### config.mk
export PLATFORM = sky130hd
export DESIGN_NAME = led_strip_color_chase
export DESIGN_NICKNAME = d
export VERILOG_FILES = /design/src/rtl/lsc_pkg.sv /design/src/rtl/led_strip_color_chase.sv /design/src/rtl/lsc_strip_ram.sv /design/src/rtl/lsc_wheel.sv /design/src/rtl/lsc_sweep.sv
export SDC_FILE = /design/constraint.sdc
export NUM_CORES = 1
export LEC_CHECK = 0
export ABC_AREA = 1
export BUFFER_PORTS_ARGS = -buffer_cell sky130_fd_sc_hd__buf_2
export CAP_MARGIN = 20
export CORE_MARGIN = 2
export CORE_UTILIZATION = 55
export CTS_CLUSTER_SIZE = 25
export DETAILED_ROUTE_END_ITERATION = 10
export PLACE_DENSITY = 0.77
export SYNTH_ARGS = -nofsm -noshare
export SYNTH_HDL_FRONTEND = slang
export SYNTH_SLANG_ARGS = --single-unit
### constraint.sdc
create_clock -name aclk -period 7.4 [get_ports aclk]
set_input_delay 1.11 -clock aclk [delete_from_list [all_inputs] [get_ports aclk]]
set_output_delay 1.11 -clock aclk [all_outputs]
set_load 0.05 [all_outputs]
### src/rtl/lsc_pkg.sv
package lsc_pkg;

    localparam int LED_COUNT_DEF = 24;
    localparam int CHAN_W        = 8;
    localparam int LED_IDX_W     = 6;
    localparam int CFG_IDX_W     = 2;
    localparam int CFG_DATA_W    = 8;

    localparam logic [CHAN_W-1:0] CHAN_MAX = 8'hFF;

    // configuration register indexes
    localparam logic [CFG_IDX_W-1:0] REG_CHASE_MODE  = 2'd0;
    localparam logic [CFG_IDX_W-1:0] REG_STEP_SIZE   = 2'd1;
    localparam logic [CFG_IDX_W-1:0] REG_TICK_PERIOD = 2'd2;

    localparam logic              CHASE_MODE_RST  = 1'b0;
    localparam logic [CHAN_W-1:0] STEP_SIZE_RST   = 8'd5;
    localparam logic [CHAN_W-1:0] TICK_PERIOD_RST = 8'd25;

    typedef struct packed {
        logic [CHAN_W-1:0] red;
        logic [CHAN_W-1:0] green;
        logic [CHAN_W-1:0] blue;
    } color_t;

endpackage

### src/rtl/led_strip_color_chase.sv
// Color chase for an LED strip of LED_COUNT entries.
// Input channel (s_valid/s_ready/s_tick): one transaction per millisecond tick.
// A tick with s_tick low, or one that does not complete the tick period, is
// accepted and gives no result. Every tick_period-th tick steps the
// color wheel, shifts the color store and streams the whole frame on the
// result channel (m_*): LED_COUNT transactions, index 0 first, m_last_led on
// the final one.
// An update runs through the tick, a priming read of the store, then one entry
// per cycle through the single read port of the color store while the receiver
// keeps up. s_ready stays low from the priming read until the last entry.
// When m_ready is low and the result register is full, the frame sweep holds in
// place; the result register keeps its transaction and no entry is lost.
// Configuration (cfg_*): index 0 chase_mode, 1 step_size, 2 tick_period;
// other indexes are ignored. Write only while the block is idle.
// Reset (aresetn low, synchronous) restores the register defaults, clears the
// wheel and tick count; the store reads as all zero until the first frame has
// rewritten every entry, so no clearing pass is needed.
module led_strip_color_chase #(
    parameter int LED_COUNT = lsc_pkg::LED_COUNT_DEF
) (
    input  logic                              aclk,
    input  logic                              aresetn,
    input  logic                              s_valid,
    output logic                              s_ready,
    input  logic                              s_tick,
    output logic                              m_valid,
    input  logic                              m_ready,
    output logic [lsc_pkg::LED_IDX_W-1:0]     m_led_index,
    output logic [lsc_pkg::CHAN_W-1:0]        m_red,
    output logic [lsc_pkg::CHAN_W-1:0]        m_green,
    output logic [lsc_pkg::CHAN_W-1:0]        m_blue,
    output logic                              m_last_led,
    input  logic                              cfg_valid,
    output logic                              cfg_ready,
    input  logic [lsc_pkg::CFG_IDX_W-1:0]     cfg_index,
    input  logic [lsc_pkg::CFG_DATA_W-1:0]    cfg_data
);

    localparam int AW = $clog2(LED_COUNT);

    logic                          chase_mode_reg;
    logic [lsc_pkg::CHAN_W-1:0]    step_size_reg;
    logic [lsc_pkg::CHAN_W-1:0]    tick_period_reg;
    logic [lsc_pkg::CHAN_W-1:0]    tick_count_reg, tick_count_next;

    logic [lsc_pkg::CHAN_W:0]      count_inc;
    logic [lsc_pkg::CHAN_W-1:0]    period;
    logic                          in_xfer, fire, start, busy;

    lsc_pkg::color_t               wheel_color;
    logic                          mem_we, mem_re;
    logic [AW-1:0]                 mem_waddr, mem_raddr;
    lsc_pkg::color_t               mem_wdata, mem_rdata;

    assign cfg_ready = 1'b1;
    assign s_ready   = !busy;
    assign in_xfer   = s_valid && s_ready;

    always_comb begin
        count_inc = {1'b0, tick_count_reg} + 9'd1;
        // a zero period acts as one
        period    = (tick_period_reg == '0) ? 8'd1 : tick_period_reg;
        fire      = (count_inc >= {1'b0, period});
        start     = in_xfer && s_tick && fire;
        tick_count_next = tick_count_reg;
        if (in_xfer && s_tick) begin
            tick_count_next = fire ? '0 : count_inc[lsc_pkg::CHAN_W-1:0];
        end
    end

    always_ff @(posedge aclk) begin
        if (!aresetn) begin
            chase_mode_reg  <= lsc_pkg::CHASE_MODE_RST;
            step_size_reg   <= lsc_pkg::STEP_SIZE_RST;
            tick_period_reg <= lsc_pkg::TICK_PERIOD_RST;
            tick_count_reg  <= '0;
        end else begin
            tick_count_reg <= tick_count_next;
            if (cfg_valid && cfg_ready) begin
                case (cfg_index)
                    lsc_pkg::REG_CHASE_MODE:  chase_mode_reg  <= cfg_data[0];
                    lsc_pkg::REG_STEP_SIZE:   step_size_reg   <= cfg_data;
                    lsc_pkg::REG_TICK_PERIOD: tick_period_reg <= cfg_data;
                    default: begin
                        // drop writes to unknown indexes
                        chase_mode_reg <= chase_mode_reg;
                    end
                endcase
            end
        end
    end

    lsc_wheel u_wheel (
        .aclk      (aclk),
        .aresetn   (aresetn),
        .step_en   (start),
        .step_size (step_size_reg),
        .color     (wheel_color)
    );

    lsc_strip_ram #(
        .DEPTH (LED_COUNT)
    ) u_strip_ram (
        .aclk  (aclk),
        .we    (mem_we),
        .waddr (mem_waddr),
        .wdata (mem_wdata),
        .re    (mem_re),
        .raddr (mem_raddr),
        .rdata (mem_rdata)
    );

    lsc_sweep #(
        .LED_COUNT (LED_COUNT)
    ) u_sweep (
        .aclk        (aclk),
        .aresetn     (aresetn),
        .start       (start),
        .chase_mode  (chase_mode_reg),
        .wheel_color (wheel_color),
        .busy        (busy),
        .mem_we      (mem_we),
        .mem_waddr   (mem_waddr),
        .mem_wdata   (mem_wdata),
        .mem_re      (mem_re),
        .mem_raddr   (mem_raddr),
        .mem_rdata   (mem_rdata),
        .m_valid     (m_valid),
        .m_ready     (m_ready),
        .m_led_index (m_led_index),
        .m_red       (m_red),
        .m_green     (m_green),
        .m_blue      (m_blue),
        .m_last_led  (m_last_led)
    );

endmodule

### src/rtl/lsc_strip_ram.sv
module lsc_strip_ram #(
    parameter int DEPTH = lsc_pkg::LED_COUNT_DEF
) (
    input  logic                       aclk,
    input  logic                       we,
    input  logic [$clog2(DEPTH)-1:0]   waddr,
    input  lsc_pkg::color_t            wdata,
    input  logic                       re,
    input  logic [$clog2(DEPTH)-1:0]   raddr,
    output lsc_pkg::color_t            rdata
);

    lsc_pkg::color_t mem [DEPTH];
    lsc_pkg::color_t rdata_reg;

    always_ff @(posedge aclk) begin
        if (we) begin
            mem[waddr] <= wdata;
        end
    end

    always_ff @(posedge aclk) begin
        if (re) begin
            rdata_reg <= mem[raddr];
        end
    end

    assign rdata = rdata_reg;

endmodule

### src/rtl/lsc_wheel.sv
module lsc_wheel (
    input  logic                          aclk,
    input  logic                          aresetn,
    input  logic                          step_en,
    input  logic [lsc_pkg::CHAN_W-1:0]    step_size,
    output lsc_pkg::color_t               color
);

    localparam logic [2:0] PH_RED_UP    = 3'd0;
    localparam logic [2:0] PH_GREEN_UP  = 3'd1;
    localparam logic [2:0] PH_RED_DN    = 3'd2;
    localparam logic [2:0] PH_BLUE_UP   = 3'd3;
    localparam logic [2:0] PH_GREEN_DN  = 3'd4;
    localparam logic [2:0] PH_RED_UP2   = 3'd5;
    localparam logic [2:0] PH_BLUE_DN   = 3'd6;

    function automatic logic [lsc_pkg::CHAN_W-1:0] sat_up(
        input logic [lsc_pkg::CHAN_W-1:0] ch,
        input logic [lsc_pkg::CHAN_W-1:0] st
    );
        logic [lsc_pkg::CHAN_W:0] sum;
        sum = {1'b0, ch} + {1'b0, st};
        return sum[lsc_pkg::CHAN_W] ? lsc_pkg::CHAN_MAX : sum[lsc_pkg::CHAN_W-1:0];
    endfunction

    function automatic logic [lsc_pkg::CHAN_W-1:0] sat_down(
        input logic [lsc_pkg::CHAN_W-1:0] ch,
        input logic [lsc_pkg::CHAN_W-1:0] st
    );
        return (ch > st) ? ch - st : '0;
    endfunction

    logic [2:0]      phase_reg, phase_next;
    lsc_pkg::color_t color_reg, color_next;

    logic [lsc_pkg::CHAN_W-1:0] red_up, red_dn, green_up, green_dn, blue_up, blue_dn;

    always_comb begin
        red_up   = sat_up(color_reg.red, step_size);
        red_dn   = sat_down(color_reg.red, step_size);
        green_up = sat_up(color_reg.green, step_size);
        green_dn = sat_down(color_reg.green, step_size);
        blue_up  = sat_up(color_reg.blue, step_size);
        blue_dn  = sat_down(color_reg.blue, step_size);

        phase_next = phase_reg;
        color_next = color_reg;
        if (step_en) begin
            case (phase_reg)
                PH_RED_UP: begin
                    color_next.red = red_up;
                    if (red_up == lsc_pkg::CHAN_MAX) phase_next = PH_GREEN_UP;
                end
                PH_GREEN_UP: begin
                    color_next.green = green_up;
                    if (green_up == lsc_pkg::CHAN_MAX) phase_next = PH_RED_DN;
                end
                PH_RED_DN: begin
                    color_next.red = red_dn;
                    if (red_dn == '0) phase_next = PH_BLUE_UP;
                end
                PH_BLUE_UP: begin
                    color_next.blue = blue_up;
                    if (blue_up == lsc_pkg::CHAN_MAX) phase_next = PH_GREEN_DN;
                end
                PH_GREEN_DN: begin
                    color_next.green = green_dn;
                    if (green_dn == '0) phase_next = PH_RED_UP2;
                end
                PH_RED_UP2: begin
                    color_next.red = red_up;
                    if (red_up == lsc_pkg::CHAN_MAX) phase_next = PH_BLUE_DN;
                end
                PH_BLUE_DN: begin
                    color_next.blue = blue_dn;
                    if (blue_dn == '0) phase_next = PH_GREEN_UP;
                end
                default: begin
                    // unused code: hold
                    phase_next = phase_reg;
                end
            endcase
        end
    end

    always_ff @(posedge aclk) begin
        if (!aresetn) begin
            phase_reg <= PH_RED_UP;
            color_reg <= '0;
        end else begin
            phase_reg <= phase_next;
            color_reg <= color_next;
        end
    end

    assign color = color_reg;

endmodule

### src/rtl/lsc_sweep.sv
module lsc_sweep #(
    parameter int LED_COUNT = lsc_pkg::LED_COUNT_DEF
) (
    input  logic                             aclk,
    input  logic                             aresetn,
    input  logic                             start,
    input  logic                             chase_mode,
    input  lsc_pkg::color_t                  wheel_color,
    output logic                             busy,
    output logic                             mem_we,
    output logic [$clog2(LED_COUNT)-1:0]     mem_waddr,
    output lsc_pkg::color_t                  mem_wdata,
    output logic                             mem_re,
    output logic [$clog2(LED_COUNT)-1:0]     mem_raddr,
    input  lsc_pkg::color_t                  mem_rdata,
    output logic                             m_valid,
    input  logic                             m_ready,
    output logic [lsc_pkg::LED_IDX_W-1:0]    m_led_index,
    output logic [lsc_pkg::CHAN_W-1:0]       m_red,
    output logic [lsc_pkg::CHAN_W-1:0]       m_green,
    output logic [lsc_pkg::CHAN_W-1:0]       m_blue,
    output logic                             m_last_led
);

    localparam int AW   = $clog2(LED_COUNT);
    localparam int HALF = (LED_COUNT - 1) / 2;
    localparam int LAST = LED_COUNT - 1;

    localparam logic [1:0] ST_IDLE  = 2'd0;
    localparam logic [1:0] ST_PRIME = 2'd1;
    localparam logic [1:0] ST_EMIT  = 2'd2;

    logic [1:0]      state_reg, state_next;
    logic [AW-1:0]   ptr_reg, ptr_next;
    logic            filled_reg, filled_next;
    logic            m_valid_reg, m_valid_next;

    // prev holds old[ptr-1], cur holds old[ptr]; the RAM output holds old[ptr+1]
    lsc_pkg::color_t prev_reg, cur_reg;
    lsc_pkg::color_t out_color_reg;
    logic [AW-1:0]   out_idx_reg;
    logic            out_last_reg;

    lsc_pkg::color_t next_old, new_color;
    logic [AW:0]     ptr_ext, rd_ahead;
    logic            slot_free, at_last, is_lower, emit;

    always_comb begin
        // store reads as zero until the first frame has rewritten every entry
        next_old  = filled_reg ? mem_rdata : '0;
        slot_free = !m_valid_reg || m_ready;
        ptr_ext   = {1'b0, ptr_reg};
        rd_ahead  = ptr_ext + (AW+1)'(2);
        at_last   = (ptr_reg == AW'(LAST));
        is_lower  = (ptr_ext <= (AW+1)'(HALF));
        emit      = (state_reg == ST_EMIT) && slot_free;

        if (ptr_reg == '0) begin
            new_color = wheel_color;
        end else if (!chase_mode) begin
            new_color = prev_reg;
        end else if (at_last) begin
            new_color = wheel_color;
        end else if (is_lower) begin
            new_color = prev_reg;
        end else begin
            new_color = next_old;
        end

        mem_we    = emit;
        mem_waddr = ptr_reg;
        mem_wdata = new_color;
        mem_re    = start || (state_reg == ST_PRIME)
                    || (emit && (rd_ahead < (AW+1)'(LED_COUNT)));
        if (start) begin
            mem_raddr = '0;
        end else if (state_reg == ST_PRIME) begin
            mem_raddr = AW'(1);
        end else begin
            mem_raddr = rd_ahead[AW-1:0];
        end

        state_next   = state_reg;
        ptr_next     = ptr_reg;
        filled_next  = filled_reg;
        m_valid_next = emit ? 1'b1 : (m_ready ? 1'b0 : m_valid_reg);
        case (state_reg)
            ST_IDLE: begin
                if (start) begin
                    state_next = ST_PRIME;
                    ptr_next   = '0;
                end
            end
            ST_PRIME: begin
                state_next = ST_EMIT;
            end
            ST_EMIT: begin
                if (emit) begin
                    if (at_last) begin
                        state_next  = ST_IDLE;
                        filled_next = 1'b1;
                    end else begin
                        ptr_next = ptr_reg + AW'(1);
                    end
                end
            end
            default: begin
                state_next = ST_IDLE;
            end
        endcase
    end

    always_ff @(posedge aclk) begin
        if (!aresetn) begin
            state_reg   <= ST_IDLE;
            ptr_reg     <= '0;
            filled_reg  <= 1'b0;
            m_valid_reg <= 1'b0;
        end else begin
            state_reg   <= state_next;
            ptr_reg     <= ptr_next;
            filled_reg  <= filled_next;
            m_valid_reg <= m_valid_next;
        end
    end

    always_ff @(posedge aclk) begin
        if (state_reg == ST_PRIME) begin
            cur_reg <= next_old;
        end else if (emit) begin
            prev_reg      <= cur_reg;
            cur_reg       <= next_old;
            out_color_reg <= new_color;
            out_idx_reg   <= ptr_reg;
            out_last_reg  <= at_last;
        end
    end

    assign busy        = (state_reg != ST_IDLE);
    assign m_valid     = m_valid_reg;
    assign m_led_index = lsc_pkg::LED_IDX_W'(out_idx_reg);
    assign m_red       = out_color_reg.red;
    assign m_green     = out_color_reg.green;
    assign m_blue      = out_color_reg.blue;
    assign m_last_led  = out_last_reg;

endmodule
Word-level counts from Yosys, hierarchy flattened

Memory sizes are Yosys's and may differ from the RTL's. A register that Yosys moved wholly into a read port is not among the register bits.
Cells that the tools add are included.
W data, S select, Z words.

$add $sub $neg: 9
$lt $le $gt $ge: 6
Equal/unequal tests: 25
Multiplexer cells: 40
Bitwise operators: 1
Reduce and logical (&&, ||, !) cells: 38

Operator list:

| kind                  | count |
|---|---|
| $mux W24              | 7 |
| $mux W8               | 8 |
| $pmux W8 S2           | 3 |
| $logic_not A8 Y1      | 4 |
| $add A8 B8 Y9         | 3 |
| $mux W5               | 5 |
| $eq A8 B8 Y1 const B  | 3 |
| $gt A8 B8 Y1          | 3 |
| $sub A8 B8 Y8         | 3 |
| $mux W3               | 7 |
| $pmux W3 S7           | 1 |
| $ne A2 B1 Y1 const B  | 9 |
| $reduce_and A2 Y1     | 7 |
| $reduce_bool A2 Y1    | 7 |
| $pmux W5 S2           | 1 |
| $add A8 B1 Y9 const B | 1 |
| $eq A3 B3 Y1 const B  | 3 |
| $ge A9 B8 Y1          | 1 |
| $reduce_and A9 Y1     | 1 |
| $reduce_bool A7 Y1    | 1 |
| $add A5 B2 Y6 const B | 1 |
| $eq A3 B2 Y1 const B  | 2 |
| $lt A6 B5 Y1 const B  | 1 |
| $mux W2               | 3 |
| 19 further kinds      | 34 |

Register bits: 139
RAM bits: 576
Bits of input ports: 16
Output and inout bits: 34
Word-level logic and storage cells: 143
Memories kept: 1

Memory list:

| name            | words | bits a word | rd ports | clocked after Yosys merged registers in | wr ports | RTL line            | RTL |
|---|---|---|---|---|---|---|---|
| u_strip_ram.mem | 24    | 24          | 1        | 1                                       | 1        | lsc_strip_ram.sv:13 | `lsc_pkg::color_t mem [DEPTH];` |

Longest topological paths before layout

Word-level depth: 7
Depth in mapped cells: 26
Mapped depth without buffers: 24

By module

A second synthesis with hierarchy kept.

Cell total of the unflattened synthesis: 3,569
Area, all modules: 35,113.7 sq um

By module, submodules not included:

| module                | times used | cells each | area an instance (sq um) | seq. area each (sq um) |
|---|---|---|---|---|
| lsc_strip_ram         | 1          | 2,203      | 25,041.5                 | 18,017.3 |
| lsc_sweep             | 1          | 491        | 4,599.4                  | 2,522.4 |
| lsc_wheel             | 1          | 700        | 4,159.0                  | 540.5 |
| led_strip_color_chase | 1          | 175        | 1,313.8                  | 500.5 |

Worst setup path after synthesis

OpenSTA, ideal clock, no wires.

Path kind: in2reg
From: input m_ready
To: register u_strip_ram.rdata[0] (netlist name)
Library setup time: 412 ps
Data arrival time: 5,309 ps
Data required time: 6,988 ps
Slack: 1,679 ps
Cell stages on the path: 4
Path buffers: 0
Cells stage by stage: nor2_1 -> nor2_1 -> inv_1 -> o211ai_1

Longest elaborated chain between the ends: 4

Ends and longest elaborated chain:

| element             | RTL line                    | RTL |
|---|---|---|
| from (decl)         | led_strip_color_chase.sv:27 | `input logic m_ready,` |
| $logic_or A1 B1 Y1  | lsc_sweep.sv:51             | `slot_free = !m_valid_reg \|\| m_ready;` |
| $logic_and A1 B1 Y1 | lsc_sweep.sv:56             | `emit = (state_reg == ST_EMIT) && slot_free;` |
| $logic_and A1 B1 Y1 | lsc_sweep.sv:74             | `\|\| (emit && (rd_ahead < (AW+1)'(LED_COUNT)));` |
| $logic_or A1 B1 Y1  | lsc_sweep.sv:74             |  |
| net mem_re          | led_strip_color_chase.sv:51 | `logic mem_we, mem_re;` |

The timed path passes the listed nets, and every way through them passes these cells.
A chain may end at the register's enable or synchronous reset.

Worst setup path after layout

From: register tick_count_reg[0] (netlist name)
To: register u_strip_ram.rdata[2] (netlist name)

Longest elaborated chain between the ends: 5
Elaborated cells between the ends (all ways): 6
Classes of those cells: add/sub: 1; order compare: 1; mux: 1; reduce/logical: 3

Ends and longest elaborated chain:

| element                 | RTL line                    | RTL |
|---|---|---|
| from (decl)             | led_strip_color_chase.sv:44 | `logic [lsc_pkg::CHAN_W-1:0] tick_count_reg, tick_count_next;` |
| from (signal assigned)  | led_strip_color_chase.sv:78 | `tick_count_reg <= tick_count_next;` |
| $add A8 B1 Y9 (*)       | led_strip_color_chase.sv:60 | `count_inc = {1'b0, tick_count_reg} + 9'd1;` |
| $ge A9 B8 Y1 (*)        | led_strip_color_chase.sv:63 | `fire = (count_inc >= {1'b0, period});` |
| $logic_and A1 B1 Y1 (*) | led_strip_color_chase.sv:64 | `start = in_xfer && s_tick && fire;` |
| $logic_or A1 B1 Y1      | lsc_sweep.sv:73             | `mem_re = start \|\| (state_reg == ST_PRIME)` |
| $logic_or A1 B1 Y1      | lsc_sweep.sv:74             |  |

Every way passes the cells marked *; elsewhere a longest branch is shown, timed or not.

==> impl_metrics.yaml <==
placement:
  dp_hpwl_um: 51800
  place_area_sq_um: 35500
  pre_cts_ws_ns: 2.67
  io_buffer_count: 47
  gp_routability_congestion: 0.956
  post-place-cells: 4113
drt:
  num_vias: 25248
  detail_route.wl_per_cell_um: 21.6
  dr.pass1.iters: 6
  routed_wl_um: 91700
  vias_per_cell: 5.94
  drtIter0Drc: 3514
  drtAntennaViolNets: 0
  drc: 0
synthesis:
  synth_top_area_share_pct: 59.4
  yosysUniqueCellTypes: 47
  ys_seq_area_share_pct: 62.9
  syn_area_per_cell_sq_um: 10.2
  async_reset_ff_share_pct: 0
  yosysMostFrequentCell: "edfxtp_1"
  ys_seq_elements: 739
  synth_area_leaders: "edfxtp_1 59%, nand3_1 7.6%, nand2_1 7.1%, inv_1 4.7%, dfxtp_1 3.6%"
  syn_area_sq_um: 34300
  synth_ff_type: "edfxtp_1"
  synth-edff-count: 678
  synth_top_area_cell: "edfxtp_1"
  syn_nets: 3444
  syn-instance-count: 3359
  synth_common_cells: "678 x edfxtp_1, 648 x nand2_1, 522 x nand3_1"
  synth_warnings: 0
worst_setup_path:
  slowest_stage: "nand3_4"
  end_kind: "flip-flop"
  rrSetupSlack_ns: 2.63
  crit_top_cell: "nand2_1"
  crit_arrival_ns: 5.14
  cp_max_fo: 79
  criticalPathCategory: "reg2reg"
  cp_top_family: "simple AND/OR/NAND/NOR gates"
  path_buf_inv: 1
  slowest_delay_ns: 0.70
  cp-start-kind: "flip-flop"
  crit_chain: "ha_1 -> nand3_2 -> nor3_2 -> xor2_1 -> ha_1 -> a21oi_1 -> nand2_1 -> nand2_1 -> nand2_1 -> nand2_8 -> nand3_4 -> buf_4 -> nand3_1 -> nand3_1 -> nand3_1 -> nand2_1 -> nand2_1 -> nand2_1"
  cp.required_ns: 7.77
sta:
  hold_viol: 0
  timing.final.crit_share_pct: 64.4
  setup_violations: 0
  grt_setup_unrepaired: "no"
  clock.fmax_mhz: 210
  layout_setup_ws_ns: 2.63
  holdWs_ns: 0.415
  slew_headroom_pct: 21.9
  skew_ns: 0.0204
  tns_ns: 0
  worstMarginPinSlew_ns: 1.17
  finalCriticalPeriod_ns: 4.77
  finalMaxSlewViolations: 0
clocking:
  cts_max_path_buffers: 3
  cts_buffers: 75
  cts-root-buf: "clkbuf_16"
  cts-htree-levels: 3
  postCtsHoldBufs: 0
  cts.sinks: 739
  cts_tree: "built"
  worstSkewPairLatency_ns: 0.63
  clk_pin_slew_ns: 0.06
  cts_setup_buffers: 0
  cts_resized: 0
flow_run:
  drv_cap: 0
die:
  die_area_sq_um: 64400
  initial_core_util_pct: 55.6
  core_sq_um: 61700
  die_h_um: 254
  die_x_um: 254
  rows: 91
  io-pin-count: 50
cells_and_area:
  drive_above_1_share_pct: 8.69
  nNetsFinal: 3444
  fin_cells: 4254
  post-route-util_pct: 61.7
  regMostFlops: "u_strip_ram.mem"
  largest_reg_flops: 576
  syn_to_final_growth_pct: 10.9
  design_area_sq_um: 38100
grt:
  grt_max_degree: 147
  antenna_found_initial: 1
  grt_pass1_vias: 23794
  grt_first_pass_wirelength_um: 139000
  grtUsageTotal_pct: 28.5
  gr-total-overflow: 0
power:
  vdd_drop_max_mv: 0.182
  powerDensity_nw_per_um2: 237
  p_total_mw: 9.01
  p_leak_nw: 15.6
worst_hold_path:
  hp-class: "reg2reg"
run_status:
  status: "finished, final reports clean"
placed cells by master, fill, tap and decap left out, types with 25 or more instances in the layout:
cell / netlist / layout
a21oi_1: 153 / 153
edfxtp_1: 678 / 678
o21ai_0: 112 / 112
clkbuf_16: 0 / 76
o211ai_1: 104 / 104
inv_1: 429 / 429
dfxtp_1: 61 / 61
buf_2: 44 / 47
nor2_1: 183 / 156
ha_1: 63 / 63
nand3b_1: 53 / 53
nand2_1: 648 / 647
nand3_1: 522 / 521
a31oi_2: 1 / 25
buf_4: 9 / 50
per-layer routing:
layer  vias to the layer above  global-route usage [%]  share of wire, %
li1                      11539                       -                 -
met1                     12018                    38.6                39
met2                      1466                    44.9                47
met3                       225                    5.47                10
met4                         0                    12.5               4.2
met5                         -                       0                 0
kinds of logic (layout without fill, tap and decap cells):
group	count (synthesis)	after routing	synth area share [%]
fa+ha+maj	69	69	2.65
compound gates	447	447	7.73
simple gates	1455	1455	18.7
xor+xnor	22	22	0.562
buf+inv	625	682	7.39
other cells	2	3	0.0219
flops	739	739	62.9
power breakdown:
group | switching, mW | internal (mW) | leakage (nW)
sequential | 0.0319 | 4.58 | 6.78
clock | 1.59 | 2.18 | 1.19
combinational | 0.458 | 0.168 | 7.61
total | 2.08 | 6.93 | 15.6
area by class of cell:
class | instances | area [sq um]
fillers | 4745 | 23700
diodes | 1 | 2.50
repair buffers | 108 | 806
clock buffers | 91 | 1970
multi-input cells | 1995 | 10600
flip-flops and latches | 739 | 21600
inverters | 440 | 1650
clock inverters | 43 | 443
well taps | 837 | 1050
worst paths after layout:
check	start	end	cells after the start
worst max-delay path	tick_count_reg[0]	u_strip_ram.rdata[2]	18
worst min-delay path	u_sweep.cur_reg[16]	u_sweep.prev_reg[16]	0
worst max register to register	tick_count_reg[0]	u_strip_ram.rdata[2]	18
worst min register to register	u_sweep.cur_reg[16]	u_sweep.prev_reg[16]	0
worst reg2reg max path, cell delays in order, from the launching register on:
cell and delay (ns):
dfxtp_1 0.40, ha_1 0.23, nand3_2 0.11, nor3_2 0.18
xor2_1 0.23, ha_1 0.29, a21oi_1 0.15, nand2_1 0.06
nand2_1 0.09, nand2_1 0.14, nand2_8 0.46, nand3_4 0.73
buf_4 0.62, nand3_1 0.24, nand3_1 0.08, nand3_1 0.15
nand2_1 0.13, nand2_1 0.17, nand2_1 0.08
Power figures use the tool's default switching activity.
